[config.mk]
export PLATFORM = sky130hd
export DESIGN_NAME = sicr_regs
export DESIGN_NICKNAME = d
export VERILOG_FILES = /design/src/design/sicr_pkg.sv /design/src/design/sicr_regs.sv
export SDC_FILE = /design/constraint.sdc
export NUM_CORES = 1
export LEC_CHECK = 0
export ABC_AREA = 1
export BUFFER_PORTS_ARGS = -buffer_cell sky130_fd_sc_hd__buf_2
export CAP_MARGIN = 15
export CORE_AREA = 2 2 231 233
export DETAILED_ROUTE_END_ITERATION = 8
export DIE_AREA = 0 0 233 235
export PLACE_DENSITY_LB_ADDON = 0.08
export REMOVE_ABC_BUFFERS = 1
export SLEW_MARGIN = 15
export SYNTH_ARGS = -nofsm -noshare
export SYNTH_HDL_FRONTEND = slang
export SYNTH_SLANG_ARGS = --single-unit
[constraint.sdc]
create_clock -name clk -period 3.12 [get_ports clk]
set_clock_uncertainty 0.1 [all_clocks]
set_input_delay 0.624 -clock clk [delete_from_list [all_inputs] [get_ports clk]]
set_output_delay 0.624 -clock clk [all_outputs]
set_load 0.02 [all_outputs]
[src/design/sicr_pkg.sv]
// Shared types, constants and helpers for the sea ice concentration pipeline.
package sicr_pkg;

    typedef enum logic [1:0] {
        ST_VALID   = 2'd0,
        ST_FLOOR   = 2'd1,
        ST_WEATHER = 2'd2,
        ST_RANGE   = 2'd3
    } sicr_status_t;

    typedef enum logic [2:0] {
        REG_FLOORS   = 3'd0,
        REG_WLIM     = 3'd1,
        REG_COEF_0_1 = 3'd2,
        REG_COEF_2_3 = 3'd3,
        REG_COEF_4_5 = 3'd4,
        REG_COEF_6_7 = 3'd5,
        REG_COEF_8_9 = 3'd6,
        REG_COEF_A_B = 3'd7
    } sicr_reg_idx_t;

    localparam int ADDR_W    = 6;
    localparam int DATA_W    = 64;
    localparam int FLOOR_W   = 16;
    localparam int NUM_COEF  = 12;
    localparam int NUM_PAIRS = 6;
    localparam int COEF_W    = 32;
    localparam int Q_BITS    = 16;
    localparam int Q_FRAC    = 15;
    localparam int PROD_W    = 48;
    localparam int SUM_W     = PROD_W + 1;
    localparam int FORM_W    = PROD_W + 2;
    localparam int NUM_W     = FORM_W + 1;
    localparam int PCT_W     = 62;
    localparam int PCT_QBITS = 8;
    localparam int TOT_W     = 10;

    localparam logic [15:0] WLIM_RESET = 16'd1638;
    localparam logic [15:0] Q15_MAX    = 16'h7FFF;
    localparam logic [31:0] ROUND_HALF = 32'd16384;

    // percent is carried with a bias of 20 so the quotient is never negative
    localparam logic [PCT_QBITS-1:0]  Q_LIMIT  = 8'd140;
    localparam logic signed [TOT_W-1:0] TOT_BIAS = 10'sd40;
    localparam logic signed [TOT_W-1:0] TOT_LO   = -10'sd20;
    localparam logic signed [TOT_W-1:0] TOT_HI   = 10'sd120;
    localparam logic signed [TOT_W-1:0] TOT_MAX  = 10'sd100;
    localparam logic [6:0] CONC_MAX = 7'd100;

    typedef struct packed {
        logic [47:0]                       floors;
        logic signed [15:0]                wlim;
        logic [NUM_COEF-1:0][COEF_W-1:0]   coef;
    } sicr_cfg_t;

    typedef struct packed {
        sicr_status_t st;
        logic         eoi;
    } sicr_side_t;

    // sign a Q1.15 magnitude, saturating only a positive result
    function automatic logic signed [15:0] q15_apply(input logic [15:0] mag, input logic neg);
        logic [15:0] lim;
        lim = (mag > Q15_MAX) ? Q15_MAX : mag;
        return neg ? -$signed(mag) : $signed(lim);
    endfunction

endpackage

[src/design/sicr_regs.sv]
// APB configuration registers: floors, weather limit and the twelve coefficients.
module sicr_regs (
    input  logic                          clk,
    input  logic                          rst_n,
    input  logic                          psel,
    input  logic                          penable,
    input  logic                          pwrite,
    input  logic [sicr_pkg::ADDR_W-1:0]   paddr,
    input  logic [sicr_pkg::DATA_W-1:0]   pwdata,
    output logic [sicr_pkg::DATA_W-1:0]   prdata,
    output logic                          pready,
    output sicr_pkg::sicr_cfg_t           cfg
);
    import sicr_pkg::*;

    logic [47:0]        floors_reg;
    logic [15:0]        wlim_reg;
    logic [DATA_W-1:0]  coef_reg [NUM_PAIRS];
    sicr_reg_idx_t      idx;
    logic [2:0]         cidx;
    logic               wr;

    assign idx    = sicr_reg_idx_t'(paddr[5:3]);
    assign cidx   = 3'(paddr[5:3] - 3'd2);
    assign wr     = psel && penable && pwrite && pready;
    assign pready = 1'b1;

    always_ff @(posedge clk or negedge rst_n)
    begin
        if (!rst_n)
        begin
            floors_reg <= '0;
            wlim_reg   <= WLIM_RESET;
            for (int k = 0; k < NUM_PAIRS; k++)
            begin
                coef_reg[k] <= '0;
            end
        end
        else if (wr)
        begin
            case (idx)
                REG_FLOORS: floors_reg <= pwdata[47:0];
                REG_WLIM:   wlim_reg   <= pwdata[15:0];
                default:    coef_reg[cidx] <= pwdata;
            endcase
        end
    end

    always_comb
    begin
        case (idx)
            REG_FLOORS: prdata = {16'b0, floors_reg};
            REG_WLIM:   prdata = {48'b0, wlim_reg};
            default:    prdata = coef_reg[cidx];
        endcase
    end

    always_comb
    begin
        cfg.floors = floors_reg;
        cfg.wlim   = $signed(wlim_reg);
        for (int k = 0; k < NUM_PAIRS; k++)
        begin
            cfg.coef[2*k]   = coef_reg[k][31:0];
            cfg.coef[2*k+1] = coef_reg[k][63:32];
        end
    end

    a_wlim_write: assert property (@(posedge clk) disable iff (!rst_n)
        wr && (idx == REG_WLIM) |=> wlim_reg == $past(pwdata[15:0]))
        else $error("weather limit write lost");

endmodule

==> run metrics <==
post-synthesis cell area=21,900 sq um; max-slew violations=0; worst vdd ir=about 0.43 mV; worst r2r src=wlim_reg[1]; Slew @ Worst Pin=approximately 0.89 ns; end of the worst hold path=floors_reg[12]; post-synthesis sequential area ratio=about half; top cell type's share of synthesized area=~50%; Worst Hold Launch=pwdata[12]; nature of the critical path endpoint=primary output; vias per inst=roughly 5.3; Clk Latency, worst-skew pair=a little under 0.6 ns; WP data arrival=around 2.3 ns; DRT Wirelength=around 90 mm; clk buf depth=3; Critical Path RT=about 2.4 ns; # setup viols final=0; Starting Density=42.0%; post-synthesis average cell area=7.17 sq um; startpoint types=input pin; Root Buffer=clkbuf_16; fin crit period=approximately 3.0 ns; top routing layer used=met4; number of nets in the layout=around 3,700; wire per inst=about 21 um; capture point of the worst reg-to-reg path=wlim_reg[1]; fraction of layout cells with a size suffix above 1=between 20% and 30%; GR Util All Layers=around 33%; largest net degree at the start of global routing=approximately 100; R2R setup slack=2.23 ns; die height=between 200 and 250 um; cell taking the most area after synthesis=dfrtp_1; Slew headroom=a little over 40%; die width=approximately 230 um; final setup margin=a little under 0.09 ns; CP max FO=46; initial antenna violation count=0; global-route wire length before repair=around 140 mm; Clock Sinks=around 450; DRT iter0 DRCs=~2,200; max FFs per register=roughly 380; hold path cells=3; Area Overhead vs Synth=26.5%; RSZ-0062 raised after global routing=no; Final Cycle Share=between 90% and 100%; detailed-route DRC error count=0; DP Area=between 20,000 and 30,000 sq um; ANT nets after route=0; Area contributors post-synth=dfrtp_1 50%, nand2_1 26%, nand3_1 7.6%; Detailed Routing Iterations Pass 1=6; fin area=27,700 sq um; Post-DP HPWL=roughly 59 mm; Seq cells post-synth=between 400 and 500; number of global-route vias before repair=~21,000; CTS tree=built; WL met2=between 40 and 50 mm; Final Power=between 0.015 and 0.02 W; global route overflow=0; status=finished clean; leak pwr=16.2 nW; synth warn=0; DRT met1 WL=between 30 and 40 mm; Cells after Synth=~3,000; Vias=22,700; worst hold slack=0.148 ns; synth unique cells=22; number of port buffers=around 580; Worst R2R Path Depth=2; cts bufs inserted=52; metal3 WL=8.65 mm; HP Class=input pin to flop; Crit Path Class=input pin to primary output; setup TNS=0 ns; final hold violations=0; Achievable Freq=about 0.33 GHz; Clk pin slew, worst setup/hold paths=roughly 0.050 ns; I/O Pins=just under 600; core box area=between 50,000 and 60,000 sq um; Cell Pwr Density=694 nW/um^2; max_cap viols=0; die area=between 50,000 and 60,000 sq um; gpl congestion=between 0.8 and 0.9; row count=between 80 and 90; # H-tree levels=2; pre-CTS WS=between 0.015 and 0.02 ns
==> cell usage after synthesis <==
| cell | instances |
|---|---|
| a21oi_1 | 20 |
| buf_1 | 24 |
| buf_2 | 24 |
| buf_4 | 28 |
| clkbuf_1 | 132 |
| clkinv_1 | 1 |
| conb_1 | 1 |
| dfrtp_1 | 442 |
| dfstp_2 | 6 |
| ha_1 | 3 |
| inv_1 | 141 |
| inv_2 | 3 |
| nand2_1 | 1514 |
| nand2_2 | 1 |
| nand3_1 | 334 |
| nand3_2 | 1 |
| nor2_1 | 144 |
| nor2_4 | 1 |
| nor3_1 | 4 |
| o21ai_0 | 207 |
| o21ai_1 | 25 |
| or2_2 | 1 |
==> power breakdown <==
part / switching [W] / leakage, nW / internal (W) / total [W]
Sequential: 0.000897 / 5.83 / 0.00687 / 0.00776
Combinational: 0.00378 / 9.58 / 0.00163 / 0.00541
Clock: 0.00248 / 0.821 / 0.00361 / 0.00609
==> worst max-delay path: stages <==
cell	delay, ns
buf_4	0.15
clkinv_2	0.07
buf_12	0.32
nand3_2	0.20
nand2_2	0.19
buf_4	0.23
nor2_1	0.07
a21oi_1	0.23
buf_2	0.21
==> stage by stage <==
step,util [%],instances
6_report,53.1,4299
5_1_grt,53.1,4298
3_5_place_dp,49.8,4205
3_3_place_gp,49.8,4205
4_1_cts,53.1,4298
2_1_floorplan,-,2849
==> worst max path at each step <==
stage | start | end | slack [ns] | depth (start not counted)
finish | paddr[4] | prdata[7] | 0.09 | 9
global route | paddr[4] | prdata[38] | 0.003 | 11
CTS | paddr[4] | prdata[8] | 0.007 | 11
detailed placement | paddr[4] | prdata[8] | 0.02 | 11
global placement | paddr[4] | prdata[3] | 0.01 | 11
floorplan | paddr[3] | cfg[0] | -5.37 | 6
==> cell type report <==
| cell class | instances | area, sq um |
|---|---|---|
| Timing Repair Buffer | 669 | 4070 |
| Clock inverter | 12 | 140 |
| Sequential cell | 448 | 11200 |
| Multi-Input combinational cell | 2256 | 9360 |
| Inverter | 145 | 554 |
| Tap cell | 688 | 861 |
| Clock buffer | 80 | 1540 |
| Fill cell | 5079 | 24500 |
| Antenna cell | 1 | 2.50 |
==> cells by family (layout without fill, tap and decap cells) <==
family	Yosys count	after routing	synth area share, %
other	1	2	0.0171
adders and majority gates	3	3	0.171
and+or+nand+nor	2000	2000	36.2
DFF	448	448	51.2
AOI/OAI and AO/OA	252	252	5.75
buffers and inverters	353	906	6.66
==> placed cells by master (no fill, tap or decap), drive strengths merged <==
cell / n
a21oi: 20
buf: 668
bufinv: 3
clkbuf: 80
clkinv: 8
clkinvlp: 3
conb: 1
dfrtp: 442
dfstp: 6
diode: 1
dlygate4sd3: 1
ha: 3
inv: 143
nand2: 1515
nand3: 335
nor2: 145
nor3: 4
o21ai: 232
or2: 1
==> repair_timing <==
| action | CTS | global route |
|---|---|---|
| endpoints found under the setup margin | 0 | 19 |
| hold buffers | 1 | 0 |
| setup buffers | 0 | 0 |
| resized for setup | 0 | 4 |
| hold endpoints to repair | 42 | 0 |
==> routing by layer <==
| layer | up-vias | track usage [%] |
|---|---|---|
| li1 | 10600 | - |
| met1 | 10900 | 45.4 |
| met2 | 1107 | 51.4 |
| met3 | 182 | 7.45 |
| met4 | 0 | 12.7 |
| met5 | - | 0 |
Note: power is estimated with default switching activity, not from simulation.
