===== src/design/sicr_pkg.sv =====
// Shared types, constants and helpers for the sea ice concentration pipeline.
package sicr_pkg;

    typedef enum logic [1:0] {
        ST_VALID   = 2'd0,
        ST_FLOOR   = 2'd1,
        ST_WEATHER = 2'd2,
        ST_RANGE   = 2'd3
    } sicr_status_t;

    typedef enum logic [2:0] {
        REG_FLOORS   = 3'd0,
        REG_WLIM     = 3'd1,
        REG_COEF_0_1 = 3'd2,
        REG_COEF_2_3 = 3'd3,
        REG_COEF_4_5 = 3'd4,
        REG_COEF_6_7 = 3'd5,
        REG_COEF_8_9 = 3'd6,
        REG_COEF_A_B = 3'd7
    } sicr_reg_idx_t;

    localparam int ADDR_W    = 6;
    localparam int DATA_W    = 64;
    localparam int FLOOR_W   = 16;
    localparam int NUM_COEF  = 12;
    localparam int NUM_PAIRS = 6;
    localparam int COEF_W    = 32;
    localparam int Q_BITS    = 16;
    localparam int Q_FRAC    = 15;
    localparam int PROD_W    = 48;
    localparam int SUM_W     = PROD_W + 1;
    localparam int FORM_W    = PROD_W + 2;
    localparam int NUM_W     = FORM_W + 1;
    localparam int PCT_W     = 62;
    localparam int PCT_QBITS = 8;
    localparam int TOT_W     = 10;

    localparam logic [15:0] WLIM_RESET = 16'd1638;
    localparam logic [15:0] Q15_MAX    = 16'h7FFF;
    localparam logic [31:0] ROUND_HALF = 32'd16384;

    // percent is carried with a bias of 20 so the quotient is never negative
    localparam logic [PCT_QBITS-1:0]  Q_LIMIT  = 8'd140;
    localparam logic signed [TOT_W-1:0] TOT_BIAS = 10'sd40;
    localparam logic signed [TOT_W-1:0] TOT_LO   = -10'sd20;
    localparam logic signed [TOT_W-1:0] TOT_HI   = 10'sd120;
    localparam logic signed [TOT_W-1:0] TOT_MAX  = 10'sd100;
    localparam logic [6:0] CONC_MAX = 7'd100;

    typedef struct packed {
        logic [47:0]                       floors;
        logic signed [15:0]                wlim;
        logic [NUM_COEF-1:0][COEF_W-1:0]   coef;
    } sicr_cfg_t;

    typedef struct packed {
        sicr_status_t st;
        logic         eoi;
    } sicr_side_t;

    // sign a Q1.15 magnitude, saturating only a positive result
    function automatic logic signed [15:0] q15_apply(input logic [15:0] mag, input logic neg);
        logic [15:0] lim;
        lim = (mag > Q15_MAX) ? Q15_MAX : mag;
        return neg ? -$signed(mag) : $signed(lim);
    endfunction

endpackage


===== src/design/sicr_ratio.sv =====
// Floor check and pipelined radix-2 division of the gradient and polarization ratios.
module sicr_ratio #(
    parameter int TB_BITS = 16
) (
    input  logic                      clk,
    input  logic                      rst_n,
    input  logic                      en,
    input  logic                      vld,
    input  logic [TB_BITS-1:0]        v19,
    input  logic [TB_BITS-1:0]        h19,
    input  logic [TB_BITS-1:0]        v37,
    input  logic                      eoi,
    input  logic [47:0]               floors,
    input  logic signed [15:0]        wlim,
    output logic                      rat_vld,
    output logic signed [15:0]        gr,
    output logic signed [15:0]        pr,
    output sicr_pkg::sicr_side_t      rat_side
);
    import sicr_pkg::*;

    localparam int CW  = (TB_BITS > FLOOR_W) ? TB_BITS : FLOOR_W;
    localparam int YW  = TB_BITS + 2;
    localparam int DW  = TB_BITS + Q_BITS + 1;
    localparam int NST = Q_BITS;

    // lane 0: gradient ratio, lane 1: polarization ratio
    logic [TB_BITS-1:0] la [2];
    logic [TB_BITS-1:0] lb [2];
    logic               neg_c [2];
    logic [TB_BITS-1:0] mag_c [2];
    logic [TB_BITS:0]   sum_c [2];
    logic               flr_c;

    logic [DW-1:0]      rem_reg [0:NST-1][2];
    logic [YW-1:0]      y_reg   [0:NST-1][2];
    logic [Q_BITS-1:0]  q_reg   [1:NST][2];
    logic               neg_reg [0:NST][2];
    logic               flr_reg [0:NST];
    logic               eoi_reg [0:NST];
    logic               vld_reg [0:NST];

    logic signed [15:0] gr_c;
    logic signed [15:0] pr_c;
    logic signed [15:0] gr_reg;
    logic signed [15:0] pr_reg;
    sicr_side_t         side_reg;
    logic               out_vld_reg;

    assign la[0] = v37;
    assign lb[0] = v19;
    assign la[1] = v19;
    assign lb[1] = h19;

    assign flr_c = (CW'(v19) <= CW'(floors[15:0]))  ||
                   (CW'(h19) <= CW'(floors[31:16])) ||
                   (CW'(v37) <= CW'(floors[47:32]));

    always_comb
    begin
        for (int l = 0; l < 2; l++)
        begin
            neg_c[l] = la[l] < lb[l];
            mag_c[l] = neg_c[l] ? (lb[l] - la[l]) : (la[l] - lb[l]);
            sum_c[l] = {1'b0, la[l]} + {1'b0, lb[l]};
        end
    end

    // round(mag*32768/sum) = floor((65536*mag + sum) / (2*sum))
    always_ff @(posedge clk)
    begin
        if (en)
        begin
            for (int l = 0; l < 2; l++)
            begin
                rem_reg[0][l] <= (DW'(mag_c[l]) << Q_BITS) + DW'(sum_c[l]);
                y_reg[0][l]   <= {sum_c[l], 1'b0};
                neg_reg[0][l] <= neg_c[l];
            end
            flr_reg[0] <= flr_c;
            eoi_reg[0] <= eoi;
        end
    end

    always_ff @(posedge clk or negedge rst_n)
    begin
        if (!rst_n)
        begin
            vld_reg[0] <= 1'b0;
        end
        else if (en)
        begin
            vld_reg[0] <= vld;
        end
    end

    for (genvar s = 1; s <= NST; s++)
    begin : g_st
        for (genvar l = 0; l < 2; l++)
        begin : g_ln
            logic [DW-1:0] ysh;
            logic          ge;

            assign ysh = DW'(y_reg[s-1][l]) << (NST - s);
            assign ge  = rem_reg[s-1][l] >= ysh;

            always_ff @(posedge clk)
            begin
                if (en)
                begin
                    neg_reg[s][l] <= neg_reg[s-1][l];
                end
            end

            if (s < NST)
            begin : g_rem
                always_ff @(posedge clk)
                begin
                    if (en)
                    begin
                        rem_reg[s][l] <= ge ? (rem_reg[s-1][l] - ysh) : rem_reg[s-1][l];
                        y_reg[s][l]   <= y_reg[s-1][l];
                    end
                end
            end

            if (s == 1)
            begin : g_q0
                always_ff @(posedge clk)
                begin
                    if (en)
                    begin
                        q_reg[s][l] <= Q_BITS'(ge);
                    end
                end
            end
            else
            begin : g_qn
                always_ff @(posedge clk)
                begin
                    if (en)
                    begin
                        q_reg[s][l] <= {q_reg[s-1][l][Q_BITS-2:0], ge};
                    end
                end
            end
        end

        always_ff @(posedge clk)
        begin
            if (en)
            begin
                flr_reg[s] <= flr_reg[s-1];
                eoi_reg[s] <= eoi_reg[s-1];
            end
        end

        always_ff @(posedge clk or negedge rst_n)
        begin
            if (!rst_n)
            begin
                vld_reg[s] <= 1'b0;
            end
            else if (en)
            begin
                vld_reg[s] <= vld_reg[s-1];
            end
        end
    end

    assign gr_c = q15_apply(q_reg[NST][0], neg_reg[NST][0]);
    assign pr_c = q15_apply(q_reg[NST][1], neg_reg[NST][1]);

    always_ff @(posedge clk)
    begin
        if (en)
        begin
            gr_reg       <= gr_c;
            pr_reg       <= pr_c;
            side_reg.eoi <= eoi_reg[NST];
            if (flr_reg[NST])
            begin
                side_reg.st <= ST_FLOOR;
            end
            else if (gr_c > wlim)
            begin
                side_reg.st <= ST_WEATHER;
            end
            else
            begin
                side_reg.st <= ST_VALID;
            end
        end
    end

    always_ff @(posedge clk or negedge rst_n)
    begin
        if (!rst_n)
        begin
            out_vld_reg <= 1'b0;
        end
        else if (en)
        begin
            out_vld_reg <= vld_reg[NST];
        end
    end

    assign gr       = gr_reg;
    assign pr       = pr_reg;
    assign rat_side = side_reg;
    assign rat_vld  = out_vld_reg;

    a_weather: assert property (@(posedge clk) disable iff (!rst_n)
        rat_vld && (rat_side.st == ST_WEATHER) |-> gr > wlim)
        else $error("weather status without ratio above limit");

endmodule


===== config.mk =====
export PLATFORM = sky130hd
export DESIGN_NAME = sicr_ratio
export DESIGN_NICKNAME = d
export VERILOG_FILES = /design/src/design/sicr_pkg.sv /design/src/design/sicr_ratio.sv
export SDC_FILE = /design/constraint.sdc
export NUM_CORES = 2
export LEC_CHECK = 0
export BUFFER_PORTS_ARGS = -buffer_cell sky130_fd_sc_hd__buf_4
export CAP_MARGIN = 5
export CORE_UTILIZATION = 50
export DETAILED_ROUTE_END_ITERATION = 10
export PLACE_DENSITY = 0.66
export RECOVER_POWER = 25
export SETUP_SLACK_MARGIN = 0.4
export SYNTH_ARGS = -nofsm -noshare
export SYNTH_HDL_FRONTEND = slang
export SYNTH_SLANG_ARGS = --single-unit

===== constraint.sdc =====
create_clock -name clk -period 8.6 [get_ports clk]
set_input_delay 1.72 -clock clk [delete_from_list [all_inputs] [get_ports clk]]
set_output_delay 1.72 -clock clk [all_outputs]
set_load 0.01 [all_outputs]

==> impl_metrics.json <==
{
  "hp-class": "flip-flop to flip-flop",
  "yosys-top-cells-area": "edfxtp_1 54%, ha_1 9.4%, inv_1 3.5%",
  "avgSynthCellArea_um2": 11.3,
  "synthAdderAreaFrac": 0.102,
  "syn_nets": 9166,
  "cts_buffers": 179,
  "drc": 0,
  "routabilityCongestion": 0.911,
  "powerDensity_mw_per_mm2": 309,
  "synth.top_cell.area_share": 0.535,
  "dpl.hpwl_mm": 149,
  "hold_ws_ns": 0.414,
  "syn_inst": 8305,
  "grt_use_total": 0.203,
  "total_leakage_power_uw": 0.0411,
  "fin_crit_ns": 5.66,
  "ant_nets": 0,
  "report.final.setup_viol": 0,
  "antenna_found_initial": 1,
  "final_common_cell": "edfxtp_1",
  "cts_tree": "yes",
  "grt_util_met1": 0.248,
  "worstSetupPathType": "input port to flip-flop",
  "synth-compound-area-share": 0.121,
  "start_util": 0.505,
  "period_share": 0.658,
  "ir_worst_vdd_uv": 219,
  "synth-simple-area-share": 0.121,
  "synthMuxAreaShare": 0.0178,
  "fin_skew_ns": 0.0254,
  "worstSkewPairLatency_ns": 0.84,
  "rsz0062_at_grt": "false",
  "core_area_mm2": 0.186,
  "dr.pass1.iters": 6,
  "synth_edf_count": 1673,
  "grtUsageMet2": 0.364,
  "synth-warning-count": 0,
  "grt_pass1_wl_mm": 315,
  "worst_ep_required_time_ns": 9.15,
  "diodes": 0,
  "ios": 153,
  "grt_pass1_vias": 61120,
  "outcome": "completed",
  "num-nets-final": 9415,
  "clock_path_buffers": 3,
  "io_buffers": 152,
  "die_h_um": 435,
  "cts_root_buffer": "clkbuf_16",
  "layout-drive-gt1-share": 0.0781,
  "syn_to_final_growth_pct": 10.9,
  "viasPerCell": 5.54,
  "synthFlopType": "edfxtp_1",
  "layout_common_cells": "1673 x edfxtp_1, 871 x inv_1, 708 x ha_1",
  "dieArea_mm2": 0.189,
  "setup_tns_ns": 0,
  "clkSinkCount": 1691,
  "rows": 158,
  "holdPathStages": 0,
  "cts_hold_buf": 0,
  "worst_ep_arrival_time_ns": 6.21,
  "grt.busiest_layer": "met2",
  "crit_path_end_kind": "flip-flop",
  "ys_types": 88,
  "multi_input_comb_area_mm2": 0.0395,
  "report.final.slew_viol_count": 0,
  "post-cts-setup-buffers": 0,
  "synth-seq-area-share": 0.540,
  "synthXorXnorAreaFrac": 0.0579,
  "clkTransAtPathRegs_ns": 0.06,
  "grt_use_met3": 0.0271,
  "worstSetupStartpointType": "input port",
  "die_w_um": 435,
  "tightest_slew_ns": 1.25,
  "hold_viol": 0,
  "vias": 61939,
  "worstRegToRegCells": 13,
  "slew_headroom": 0.144,
  "cts_resized": 0,
  "initialDrtViolationCount": 3971,
  "ys_ff_latch": 1691,
  "grt.overflow.total": 0,
  "worstPathMaxFanout": 10,
  "synth_area_mm2": 0.0938,
  "fillers": 15301,
  "detail_route.wl_per_cell_um": 17.5,
  "maxCapViolCount": 0,
  "grt_max_degree": 175,
  "htree_levels": 4,
  "ff_latch_area_mm2": 0.0507,
  "synthArstFlopShare": 0.0106,
  "synth_top_family_by_area": "simple AND/OR/NAND/NOR gates",
  "largest_reg_flops": 1056,
  "yosys.area.top_type": "edfxtp_1",
  "fmax_mhz": 177,
  "wirelength_mm": 196
}
per-layer routing:
layer | vias up | share of wire
met5 | - | 0
met4 | 0 | 0.036
met3 | 394 | 0.037
met2 | 1329 | 0.50
met1 | 29342 | 0.42
li1 | 30874 | -
worst max-delay path, cell delays in order:
cell       delay [ns]
buf_4            0.15
inv_1            0.11
ha_1             0.50
o21bai_1         0.13
a21oi_1          0.27
o21bai_1         0.09
a21oi_1          0.25
o21bai_1         0.13
a2111oi_0        0.72
o21bai_1         0.12
a21oi_1          0.40
o31ai_1          0.16
a211o_1          0.39
ha_1             0.26
ha_1             0.19
inv_1            0.09
or3_1            0.25
nor4b_1          0.11
xor2_1           0.16
power by group:
part / switching [µW] / total, µW / internal [µW]
Clock: 3200 / 7610 / 4410
Combinational: 6440 / 11500 / 5100
Sequential: 1290 / 13000 / 11700
stage by stage:
stage / setup WS (ns) / instances / util / power, µW / area (µm²)
global route: 2.59 / 11185 / 0.560 / 34200 / 104000
detailed placement: 2.18 / 10853 / 0.528 / 24600 / 98200
global placement: 2.19 / 10853 / 0.528 / 24300 / 98200
floorplan: 3.05 / 8305 / - / 21500 / 93800
CTS: 3.06 / 11185 / 0.560 / 32400 / 104000
finish: 2.94 / 11185 / 0.560 / 32200 / 104000
layout make-up:
cell class	count	share of cell area
clock buffers	214	0.0452
well taps	2480	0.0298
clock inverters	118	0.0114
inverters	875	0.0316
repair buffers	202	0.0154
flip-flops and latches	1691	0.487
multi-input cells	5605	0.379
synthesized netlist by cell type, types with 60 or more instances:
cell,n
xnor2_1,348
o21a_1,100
nand3_1,107
a21oi_1,564
o21ai_0,480
or3_1,81
nand2b_1,130
o31ai_1,73
xor2_1,272
nand2_1,554
nand4_1,117
ha_1,708
nor2_1,544
clkbuf_1,114
a211oi_1,60
edfxtp_1,1673
nor2b_1,130
nor4_1,98
nor3_1,235
a21o_1,181
mux2_2,127
inv_1,871
logic make-up after synthesis:
kind of cell               Yosys count
xor gates and xnor gates           620
buffers and inverters             1009
AOI/OAI and AO/OA                 1825
DFF                               1691
muxes                              151
and+or+nand+nor                   2265
adders and majority gates          744
path summary, 6_finish.rpt:
kind | startpoint | slack [ns] | end
setup / recovery | v19[2] | 2.94 | rem_reg[0][24]
hold / removal | q_reg[0][502] | 0.41 | q_reg[0][535]
setup reg to reg | rem_reg[4][99] | 4.09 | rem_reg[5][61]
hold reg to reg | q_reg[0][502] | 0.41 | q_reg[0][535]
max in group asynchronous | rst_n | 6.96 | vld_reg[11]
min in group asynchronous | rst_n | 1.04 | vld_reg[16]
Note: power is estimated with default switching activity, not from simulation.
